--- config.mk ---
export PLATFORM = sky130hd
export DESIGN_NAME = imu_sample_averager
export DESIGN_NICKNAME = d
export VERILOG_FILES = /design/src/rtl/core/imusa_pkg.sv /design/src/rtl/core/imusa_front.sv /design/src/rtl/core/imusa_div.sv /design/src/rtl/core/imusa_back.sv /design/src/rtl/core/imu_sample_averager.sv
export SDC_FILE = /design/constraint.sdc
export NUM_CORES = 1
export LEC_CHECK = 0
export CAP_MARGIN = 15
export CORE_MARGIN = 3
export CORE_UTILIZATION = 65
export CTS_CLUSTER_DIAMETER = 30
export DETAILED_ROUTE_END_ITERATION = 7
export DONT_BUFFER_PORTS = 1
export PLACE_DENSITY = 0.81
export SLEW_MARGIN = 20
export SYNTH_ARGS = -nofsm -noshare
export SYNTH_HDL_FRONTEND = slang
export SYNTH_SLANG_ARGS = --single-unit
--- constraint.sdc ---
create_clock -name clk -period 7.5 [get_ports clk]
set_clock_uncertainty 0.1 [all_clocks]
set_input_delay 2.25 -clock clk [delete_from_list [all_inputs] [get_ports clk]]
set_output_delay 2.25 -clock clk [all_outputs]
set_load 0.1 [all_outputs]
--- src/rtl/core/imusa_pkg.sv ---
// Shared types and constants for the IMU sample averager.
package imusa_pkg;

    localparam int AXIS_W = 16;
    localparam int ONE_G_W = 15;
    localparam logic [ONE_G_W-1:0] ONE_G_RESET = 15'd4096;

    // Input kinds as they arrive on the stream.
    localparam logic [1:0] KIND_SAMPLE = 2'd0;
    localparam logic [1:0] KIND_RATE_READ = 2'd1;
    localparam logic [1:0] KIND_ACCEL_READ = 2'd2;

    // Register index of accel_one_g, taken from paddr[2].
    localparam logic REG_ONE_G = 1'b0;

    typedef enum logic [1:0] {
        CMD_SAMPLE,
        CMD_RATE_READ,
        CMD_ACCEL_READ
    } cmd_t;

    typedef struct packed {
        cmd_t                      cmd;
        logic signed [AXIS_W-1:0] ax;
        logic signed [AXIS_W-1:0] ay;
        logic signed [AXIS_W-1:0] az;
        logic signed [AXIS_W-1:0] rx;
        logic signed [AXIS_W-1:0] ry;
        logic signed [AXIS_W-1:0] rz;
    } cmd_entry_t;

    typedef struct packed {
        logic signed [AXIS_W-1:0] avg_x;
        logic signed [AXIS_W-1:0] avg_y;
        logic signed [AXIS_W-1:0] avg_z;
        logic                     has_data;
        logic                     overflowed;
    } result_t;

endpackage

--- src/rtl/core/imusa_front.sv ---
// Input stage: accepts transfers, classifies them and queues commands for the back end.
module imusa_front
(
    input  logic                  clk,
    input  logic                  rst_n,
    input  logic                  s_axis_tvalid,
    output logic                  s_axis_tready,
    input  logic [103:0]          s_axis_tdata,
    input  logic [1:0]            s_axis_tuser,
    output logic                  cmd_valid,
    input  logic                  cmd_ready,
    output imusa_pkg::cmd_entry_t cmd_entry
);

    imusa_pkg::cmd_entry_t q_mem_reg [2];
    logic                  wr_ptr_reg;
    logic                  rd_ptr_reg;
    logic [1:0]            fill_reg;
    imusa_pkg::cmd_entry_t in_entry;
    logic                  in_keep;
    logic                  push;
    logic                  pop;

    // Failed sample transfers and the unused kind are accepted and dropped here.
    always_comb
    begin
        in_entry.cmd = imusa_pkg::CMD_SAMPLE;
        in_keep = 1'b0;
        case (s_axis_tuser)
            imusa_pkg::KIND_SAMPLE:
            begin
                in_entry.cmd = imusa_pkg::CMD_SAMPLE;
                in_keep = s_axis_tdata[0];
            end
            imusa_pkg::KIND_RATE_READ:
            begin
                in_entry.cmd = imusa_pkg::CMD_RATE_READ;
                in_keep = 1'b1;
            end
            imusa_pkg::KIND_ACCEL_READ:
            begin
                in_entry.cmd = imusa_pkg::CMD_ACCEL_READ;
                in_keep = 1'b1;
            end
            default:
            begin
                in_entry.cmd = imusa_pkg::CMD_SAMPLE;
                in_keep = 1'b0;
            end
        endcase
        in_entry.ax = s_axis_tdata[16:1];
        in_entry.ay = s_axis_tdata[32:17];
        in_entry.az = s_axis_tdata[48:33];
        in_entry.rx = s_axis_tdata[64:49];
        in_entry.ry = s_axis_tdata[80:65];
        in_entry.rz = s_axis_tdata[96:81];
    end

    assign s_axis_tready = (fill_reg != 2'd2);
    assign push = s_axis_tvalid && s_axis_tready && in_keep;
    assign cmd_valid = (fill_reg != 2'd0);
    assign pop = cmd_valid && cmd_ready;
    assign cmd_entry = q_mem_reg[rd_ptr_reg];

    always_ff @(posedge clk or negedge rst_n)
    begin
        if (!rst_n)
        begin
            wr_ptr_reg <= 1'b0;
            rd_ptr_reg <= 1'b0;
            fill_reg <= 2'd0;
        end
        else
        begin
            if (push)
            begin
                wr_ptr_reg <= ~wr_ptr_reg;
            end
            if (pop)
            begin
                rd_ptr_reg <= ~rd_ptr_reg;
            end
            if (push && !pop)
            begin
                fill_reg <= fill_reg + 2'd1;
            end
            else if (pop && !push)
            begin
                fill_reg <= fill_reg - 2'd1;
            end
        end
    end

    always_ff @(posedge clk)
    begin
        if (push)
        begin
            q_mem_reg[wr_ptr_reg] <= in_entry;
        end
    end

endmodule

--- src/rtl/core/imusa_div.sv ---
// Serial signed divider: one restoring step per cycle, truncates toward zero.
module imusa_div
#(
    parameter int SUM_W = 24,
    parameter int CNT_W = 8
)
(
    input  logic                                clk,
    input  logic                                rst_n,
    input  logic                                start,
    input  logic signed [SUM_W-1:0]             dividend,
    input  logic [CNT_W-1:0]                    divisor,
    output logic                                done,
    output logic signed [imusa_pkg::AXIS_W-1:0] quotient
);

    localparam int STEP_W = $clog2(SUM_W + 1);

    logic [SUM_W-1:0]  mag_reg;
    logic [CNT_W-1:0]  rem_reg;
    logic [CNT_W-1:0]  dvs_reg;
    logic [STEP_W-1:0] step_reg;
    logic              neg_reg;
    logic              done_reg;
    logic [CNT_W:0]    trial;
    logic              qbit;
    logic [SUM_W-1:0]  signed_q;

    assign trial = {rem_reg, mag_reg[SUM_W-1]};
    assign qbit = (trial >= {1'b0, dvs_reg});
    // The divisor is a count, so the quotient sign follows the dividend alone.
    assign signed_q = neg_reg ? (~mag_reg + SUM_W'(1)) : mag_reg;
    assign quotient = signed_q[imusa_pkg::AXIS_W-1:0];
    assign done = done_reg;

    always_ff @(posedge clk or negedge rst_n)
    begin
        if (!rst_n)
        begin
            step_reg <= '0;
            done_reg <= 1'b0;
        end
        else
        begin
            done_reg <= (step_reg == STEP_W'(1));
            if (start)
            begin
                step_reg <= STEP_W'(SUM_W);
            end
            else if (step_reg != '0)
            begin
                step_reg <= step_reg - STEP_W'(1);
            end
        end
    end

    always_ff @(posedge clk)
    begin
        if (start)
        begin
            neg_reg <= dividend[SUM_W-1];
            mag_reg <= dividend[SUM_W-1] ? (~dividend + SUM_W'(1)) : dividend;
            rem_reg <= '0;
            dvs_reg <= divisor;
        end
        else if (step_reg != '0)
        begin
            mag_reg <= {mag_reg[SUM_W-2:0], qbit};
            rem_reg <= qbit ? CNT_W'(trial - {1'b0, dvs_reg}) : trial[CNT_W-1:0];
        end
    end

endmodule

--- src/rtl/core/imusa_back.sv ---
// Back end: per-axis accumulators, read sequencing and the result register.
module imusa_back
#(
    parameter int MAX_COUNT = 255,
    parameter int CNT_W = 8,
    parameter int SUM_W = 24
)
(
    input  logic                             clk,
    input  logic                             rst_n,
    input  logic                             cmd_valid,
    output logic                             cmd_ready,
    input  imusa_pkg::cmd_entry_t            cmd_entry,
    input  logic [imusa_pkg::ONE_G_W-1:0]    one_g,
    output logic                             res_valid,
    input  logic                             res_ready,
    output imusa_pkg::result_t               res
);

    typedef enum logic [1:0] {
        ST_IDLE,
        ST_DIV_START,
        ST_DIV_WAIT,
        ST_FINISH
    } state_t;

    state_t                           state_reg;
    logic signed [SUM_W-1:0]          acc_sum_reg [3];
    logic signed [SUM_W-1:0]          rate_sum_reg [3];
    logic [CNT_W-1:0]                 acc_cnt_reg;
    logic [CNT_W-1:0]                 rate_cnt_reg;
    logic                             acc_drop_reg;
    logic                             rate_drop_reg;
    logic                             sel_accel_reg;
    logic [1:0]                       axis_reg;
    logic signed [imusa_pkg::AXIS_W-1:0] avg_reg [3];
    logic                             res_valid_reg;
    imusa_pkg::result_t               res_reg;

    logic signed [SUM_W-1:0]          div_dividend;
    logic [CNT_W-1:0]                 div_divisor;
    logic                             div_start;
    logic                             div_done;
    logic signed [imusa_pkg::AXIS_W-1:0] div_quotient;
    logic [CNT_W-1:0]                 sel_cnt;
    logic                             sel_drop;

    assign cmd_ready = (state_reg == ST_IDLE);
    assign res_valid = res_valid_reg;
    assign res = res_reg;

    assign sel_cnt = sel_accel_reg ? acc_cnt_reg : rate_cnt_reg;
    assign sel_drop = sel_accel_reg ? acc_drop_reg : rate_drop_reg;
    assign div_dividend = sel_accel_reg ? acc_sum_reg[axis_reg] : rate_sum_reg[axis_reg];
    assign div_divisor = sel_cnt;
    assign div_start = (state_reg == ST_DIV_START);

    imusa_div
    #(
        .SUM_W (SUM_W),
        .CNT_W (CNT_W)
    )
    u_div
    (
        .clk      (clk),
        .rst_n    (rst_n),
        .start    (div_start),
        .dividend (div_dividend),
        .divisor  (div_divisor),
        .done     (div_done),
        .quotient (div_quotient)
    );

    always_ff @(posedge clk or negedge rst_n)
    begin
        if (!rst_n)
        begin
            state_reg <= ST_IDLE;
            for (int i = 0; i < 3; i++)
            begin
                acc_sum_reg[i] <= '0;
                rate_sum_reg[i] <= '0;
            end
            acc_cnt_reg <= '0;
            rate_cnt_reg <= '0;
            acc_drop_reg <= 1'b0;
            rate_drop_reg <= 1'b0;
            sel_accel_reg <= 1'b0;
            axis_reg <= 2'd0;
            res_valid_reg <= 1'b0;
        end
        else
        begin
            // In the finish state the valid flag is driven by the hand-over below.
            if (res_valid_reg && res_ready && (state_reg != ST_FINISH))
            begin
                res_valid_reg <= 1'b0;
            end
            case (state_reg)
                ST_IDLE:
                begin
                    if (cmd_valid)
                    begin
                        case (cmd_entry.cmd)
                            imusa_pkg::CMD_SAMPLE:
                            begin
                                // Each sensor saturates on its own count.
                                if (rate_cnt_reg < CNT_W'(MAX_COUNT))
                                begin
                                    rate_sum_reg[0] <= rate_sum_reg[0] + SUM_W'(cmd_entry.rx);
                                    rate_sum_reg[1] <= rate_sum_reg[1] + SUM_W'(cmd_entry.ry);
                                    rate_sum_reg[2] <= rate_sum_reg[2] + SUM_W'(cmd_entry.rz);
                                    rate_cnt_reg <= rate_cnt_reg + CNT_W'(1);
                                end
                                else
                                begin
                                    rate_drop_reg <= 1'b1;
                                end
                                if (acc_cnt_reg < CNT_W'(MAX_COUNT))
                                begin
                                    acc_sum_reg[0] <= acc_sum_reg[0] + SUM_W'(cmd_entry.ax);
                                    acc_sum_reg[1] <= acc_sum_reg[1] + SUM_W'(cmd_entry.ay);
                                    acc_sum_reg[2] <= acc_sum_reg[2] + SUM_W'(cmd_entry.az);
                                    acc_cnt_reg <= acc_cnt_reg + CNT_W'(1);
                                end
                                else
                                begin
                                    acc_drop_reg <= 1'b1;
                                end
                            end
                            imusa_pkg::CMD_RATE_READ:
                            begin
                                sel_accel_reg <= 1'b0;
                                axis_reg <= 2'd0;
                                state_reg <= (rate_cnt_reg == '0) ? ST_FINISH : ST_DIV_START;
                            end
                            imusa_pkg::CMD_ACCEL_READ:
                            begin
                                sel_accel_reg <= 1'b1;
                                axis_reg <= 2'd0;
                                state_reg <= (acc_cnt_reg == '0) ? ST_FINISH : ST_DIV_START;
                            end
                            default:
                            begin
                                state_reg <= ST_IDLE;
                            end
                        endcase
                    end
                end
                ST_DIV_START:
                begin
                    state_reg <= ST_DIV_WAIT;
                end
                ST_DIV_WAIT:
                begin
                    if (div_done)
                    begin
                        avg_reg[axis_reg] <= div_quotient;
                        if (axis_reg == 2'd2)
                        begin
                            state_reg <= ST_FINISH;
                        end
                        else
                        begin
                            axis_reg <= axis_reg + 2'd1;
                            state_reg <= ST_DIV_START;
                        end
                    end
                end
                ST_FINISH:
                begin
                    if (!res_valid_reg || res_ready)
                    begin
                        res_valid_reg <= 1'b1;
                        res_reg.overflowed <= sel_drop;
                        if (sel_cnt != '0)
                        begin
                            res_reg.avg_x <= avg_reg[0];
                            res_reg.avg_y <= avg_reg[1];
                            res_reg.avg_z <= avg_reg[2];
                            res_reg.has_data <= 1'b1;
                        end
                        else
                        begin
                            res_reg.avg_x <= '0;
                            res_reg.avg_y <= '0;
                            res_reg.avg_z <= sel_accel_reg
                                ? imusa_pkg::AXIS_W'({1'b0, one_g}) : '0;
                            res_reg.has_data <= 1'b0;
                        end
                        if (sel_accel_reg)
                        begin
                            for (int i = 0; i < 3; i++)
                            begin
                                acc_sum_reg[i] <= '0;
                            end
                            acc_cnt_reg <= '0;
                            acc_drop_reg <= 1'b0;
                        end
                        else
                        begin
                            for (int i = 0; i < 3; i++)
                            begin
                                rate_sum_reg[i] <= '0;
                            end
                            rate_cnt_reg <= '0;
                            rate_drop_reg <= 1'b0;
                        end
                        state_reg <= ST_IDLE;
                    end
                    else
                    begin
                        res_valid_reg <= 1'b1;
                    end
                end
                default:
                begin
                    state_reg <= ST_IDLE;
                end
            endcase
        end
    end

endmodule

--- src/rtl/core/imu_sample_averager.sv ---
// IMU sample averager top level: stream ports, APB register and the two halves.
//
// A sample transfer is taken by the back end in its idle state. A read
// divides each axis in turn when the sensor holds samples (SUM_W is 24 at
// the default MAX_COUNT) and skips the divider when it is empty. The
// read time is set by the serial divider, which retires one quotient bit per
// cycle for each axis in turn. A two-entry command queue sits in front, so
// the input side keeps taking transfers, until both entries are full, while
// a read is being divided or a result waits on the output. Failed sample
// transfers and kind 3 are taken and discarded. accel_one_g sits at APB address 0.
module imu_sample_averager
#(
    parameter int MAX_COUNT = 255
)
(
    input  logic         clk,
    input  logic         rst_n,
    input  logic         s_axis_tvalid,
    output logic         s_axis_tready,
    // bus_ack, accel_x, accel_y, accel_z, rate_x, rate_y, rate_z, zero fill
    input  logic [103:0] s_axis_tdata,
    // kind
    input  logic [1:0]   s_axis_tuser,
    output logic         m_axis_tvalid,
    input  logic         m_axis_tready,
    // avg_x, avg_y, avg_z, has_data, overflowed, zero fill
    output logic [55:0]  m_axis_tdata,
    input  logic         psel,
    input  logic         penable,
    input  logic         pwrite,
    input  logic [2:0]   paddr,
    input  logic [31:0]  pwdata,
    output logic [31:0]  prdata,
    output logic         pready
);

    localparam int CNT_W = $clog2(MAX_COUNT + 1);
    localparam int SUM_W = imusa_pkg::AXIS_W + CNT_W;

    logic [imusa_pkg::ONE_G_W-1:0] one_g_reg;
    logic                          cmd_valid;
    logic                          cmd_ready;
    imusa_pkg::cmd_entry_t         cmd_entry;
    imusa_pkg::result_t            res;

    assign pready = 1'b1;
    assign prdata = (paddr[2] == imusa_pkg::REG_ONE_G)
        ? {{(32 - imusa_pkg::ONE_G_W){1'b0}}, one_g_reg} : 32'd0;

    always_ff @(posedge clk or negedge rst_n)
    begin
        if (!rst_n)
        begin
            one_g_reg <= imusa_pkg::ONE_G_RESET;
        end
        else if (psel && penable && pwrite && pready && (paddr[2] == imusa_pkg::REG_ONE_G))
        begin
            one_g_reg <= pwdata[imusa_pkg::ONE_G_W-1:0];
        end
    end

    imusa_front u_front
    (
        .clk           (clk),
        .rst_n         (rst_n),
        .s_axis_tvalid (s_axis_tvalid),
        .s_axis_tready (s_axis_tready),
        .s_axis_tdata  (s_axis_tdata),
        .s_axis_tuser  (s_axis_tuser),
        .cmd_valid     (cmd_valid),
        .cmd_ready     (cmd_ready),
        .cmd_entry     (cmd_entry)
    );

    imusa_back
    #(
        .MAX_COUNT (MAX_COUNT),
        .CNT_W     (CNT_W),
        .SUM_W     (SUM_W)
    )
    u_back
    (
        .clk       (clk),
        .rst_n     (rst_n),
        .cmd_valid (cmd_valid),
        .cmd_ready (cmd_ready),
        .cmd_entry (cmd_entry),
        .one_g     (one_g_reg),
        .res_valid (m_axis_tvalid),
        .res_ready (m_axis_tready),
        .res       (res)
    );

    assign m_axis_tdata = {6'd0, res.overflowed, res.has_data,
                           res.avg_z, res.avg_y, res.avg_x};

endmodule

==> summary.md <==
| Metric | Value |
|---|---|
| Outcome | complete, no violations |
| Max reg flops | 196 |
| Via-to-Cell Ratio | 6.28 |
| Leading area contributor after synthesis | edfxtp_1 |
| Synth unique cells | 100 |
| Syn Area/Cell | 11.4 µm² |
| Fin worst setup slack | 2.05 ns |
| Reg-to-Reg Start | u_front.rd_ptr_reg$_DFFE_PN0P_ |
| Main synth FF type | edfxtp_1 |
| Worst path required time | 5.15 ns |
| Initial Util | 0.661 |
| Max frequency | 184 MHz |
| First-pass GRT wire length | 111 mm |
| Flop-to-flop setup slack | 2.86 ns |
| Slew HR | 0.259 |
| H-tree depth | 3 |
| RSZ-0062 raised after global routing | no |
| Fin cells | 3223 |
| Async set-reset flop share out of synthesis | 0.366 |
| Critical Path Sink Type | primary output |
| Total of max-cap violations | 0 |
| PortBufs | 0 |
| DR WL/cell | 21.6 µm |
| # setup viols final | 0 |
| Max FO, Critical Path | 16 |
| Final wirelength | 69.6 mm |
| Placer Congestion | 0.947 |
| Die width | 216 µm |
| CP arrival | 3.10 ns |
| Pwr dens | 265 nW/µm² |
| Cells after DPL | 3030 |
| Fin crit share | 0.726 |
| Num rows | 76 |
| Gr usage total | 0.300 |
| WP buf/inv | 0 |
| Count leader, synth | edfxtp_1 |
| CP startpoint | paddr[2] |
| CTS max path bufs | 3 |
| Met2 wire len | 34.0 mm |
| WHS | 0.402 ns |
| Final ANT Viol Nets | 0 |
| Worst-path cell chain | nor2b_2 |
| Post-cts resize count | 0 |
| Slowest cell on crit path | nor2b_2 |
| Flop and latch count out of synthesis | 528 |
| Filler Cells Inserted | 2717 |
| CTS root buffer | clkbuf_16 |
| TNS Setup | 0 ns |
| Hold Crit Depth | 2 |
| Share of cells above drive strength 1 | 0.151 |
| Die Y | 216 µm |
| Final HPWL from detailed placement | 47.2 mm |
| Total grt overflow | 0 |
| Cell leakage power | 13.5 nW |
| Via Count | 20244 |
| Post-CTS Setup Repair Bufs | 0 |
| Worst path max stage delay | 0.83 ns |
| Clk_lat worst skew | 0.64 ns |
| Synth Instances | 2522 |
| Clock slew at reported path FFs | 0.05 ns |
| Critical path depth | 1 |
| Top routing layer in use | met4 |
| Top cells by count, synth | edfxtp_1 (327), nand2_1 (259), dfrtp_1 (192) |
| Pre-Repair DR Iteration Count | 7 |
| Antenna violations before repair | 1 |
| Slew of the pin with the lowest slew margin | 1.11 ns |
| Yosys warns | 0 |
| Worst R2R Path Depth | 15 |
| Seq/Total Area, Yosys | 0.517 |
| Fin crit period | 5.45 ns |
| Metal3 WL | 4.35 mm |
| Critical path type | input port to primary output |
| Crit path launch type | input port |
| Top post-synthesis cells by area | edfxtp_1 (34%), dfrtp_1 (17%), ha_1 (7.2%) |
| Top cell family by delay on the critical path | simple AND/OR/NAND/NOR gates |
| Io pins | 239 |
| Met1 WL | 27.9 mm |
| Hold worst-path end | u_back.acc_sum_reg[0]$_DFFE_PN0P_ |
| Total Die Area | 46700 µm² |
| R2r endpoint | u_back.acc_sum_reg[46]$_DFFE_PN0P_ |
| Core Footprint | 43400 µm² |
| Final nets | 2870 |
| Pins Over Slew Limit | 0 |
| Worst slack at placement | 2.07 ns |
| Final hold viol count | 0 |
| Maximum VDD drop | 0.233 mV |
| Synth-to-Final Area Change | 14.1% |
| Hold_sp | u_back.acc_sum_reg[0]$_DFFE_PN0P_ |
| Number of global-route vias before repair | 20738 |
| Share of the synthesized area in the top cell type | 0.343 |
| Post-synth EDFFs | 327 |
| Pin count of the biggest net entering global routing | 196 |
| Cell Area, Synth | 28700 µm² |
| Drt drc | 0 |
| CTS tree | yes |
| CTS buffer count | 102 |
| # clock sinks | 528 |
| Worst min path class | flop to flop |
| First DRT Iteration DRCs | 1767 |
| CTS Hold Bufs | 0 |
worst max path at each step:
stage	end	slack [ns]
after detailed placement	prdata[14]	2.07
after CTS	prdata[14]	2.05
final	prdata[14]	2.05
after floorplan	u_front.q_mem_reg[0][0]$_DFFE_PP_	1.23
after global routing	prdata[14]	2.05
after global placement	prdata[10]	2.09
worst register-to-register path, delay by kind of cell, from the launching register on:
kind                     cells  cell delay (ns)
multiplexers                 1             0.45
adder cells (fa/ha/maj)      2             0.50
buffers and inverters        2             0.40
flip-flops                   1             0.87
AO/OA/AOI/OAI                6             1.52
AND/OR/NAND/NOR              3             0.48
XOR/XNOR                     1             0.16
final cells by class:
type | instances | area [µm²] | area share
multi-input combinational | 1815 | 13100 | 0.400
tap | 585 | 732 | 0.0224
clock inverter | 72 | 782 | 0.0239
timing repair buffer | 18 | 173 | 0.00528
antenna | 1 | 2.50 | 0.0000765
sequential | 528 | 14800 | 0.453
clock buffer | 120 | 2810 | 0.0859
inverter | 84 | 315 | 0.00964
cell families after synthesis:
family / Yosys count / synth area share
AND/OR/NAND/NOR: 663 / 0.111
buffers and inverters: 201 / 0.0321
AO/OA/AOI/OAI: 624 / 0.140
flip-flops: 528 / 0.517
other: 2 / 0.000262
adder cells (fa/ha/maj): 173 / 0.0773
multiplexers: 179 / 0.0758
XOR/XNOR: 152 / 0.0464
power breakdown:
part | internal [W] | leakage (nW) | total (W) | switching, W
combinational | 0.000219 | 6.25 | 0.000697 | 0.000478
clock | 0.00311 | 1.75 | 0.00467 | 0.00156
sequential | 0.00325 | 5.46 | 0.00331 | 0.0000540
placed cells by master (no fill, tap or decap), types with 62 or more instances in the layout:
| cell | count |
|---|---|
| xor2_1 | 83 |
| o21ai_0 | 186 |
| a21oi_1 | 131 |
| edfxtp_1 | 327 |
| clkbuf_16 | 109 |
| inv_1 | 80 |
| a21o_1 | 62 |
| nand2_1 | 257 |
| xnor2_1 | 69 |
| dfrtp_1 | 189 |
| ha_1 | 166 |
| nor2_1 | 123 |
| mux2_2 | 117 |
metrics by stage:
stage	util	instance area (µm²)	total power [W]
after global placement	0.672	29100	0.00401
after global routing	0.754	32700	0.00894
after CTS	0.754	32700	0.00872
after detailed placement	0.672	29100	0.00404
final	0.755	32700	0.00868
after floorplan	-	28800	0.00391
layer usage:
metal	track usage	up-vias
li1	-	9339
met1	0.375	9968
met2	0.503	755
met3	0.0586	182
met4	0.149	0
met5	0	-
Power figures use the tool's default switching activity.
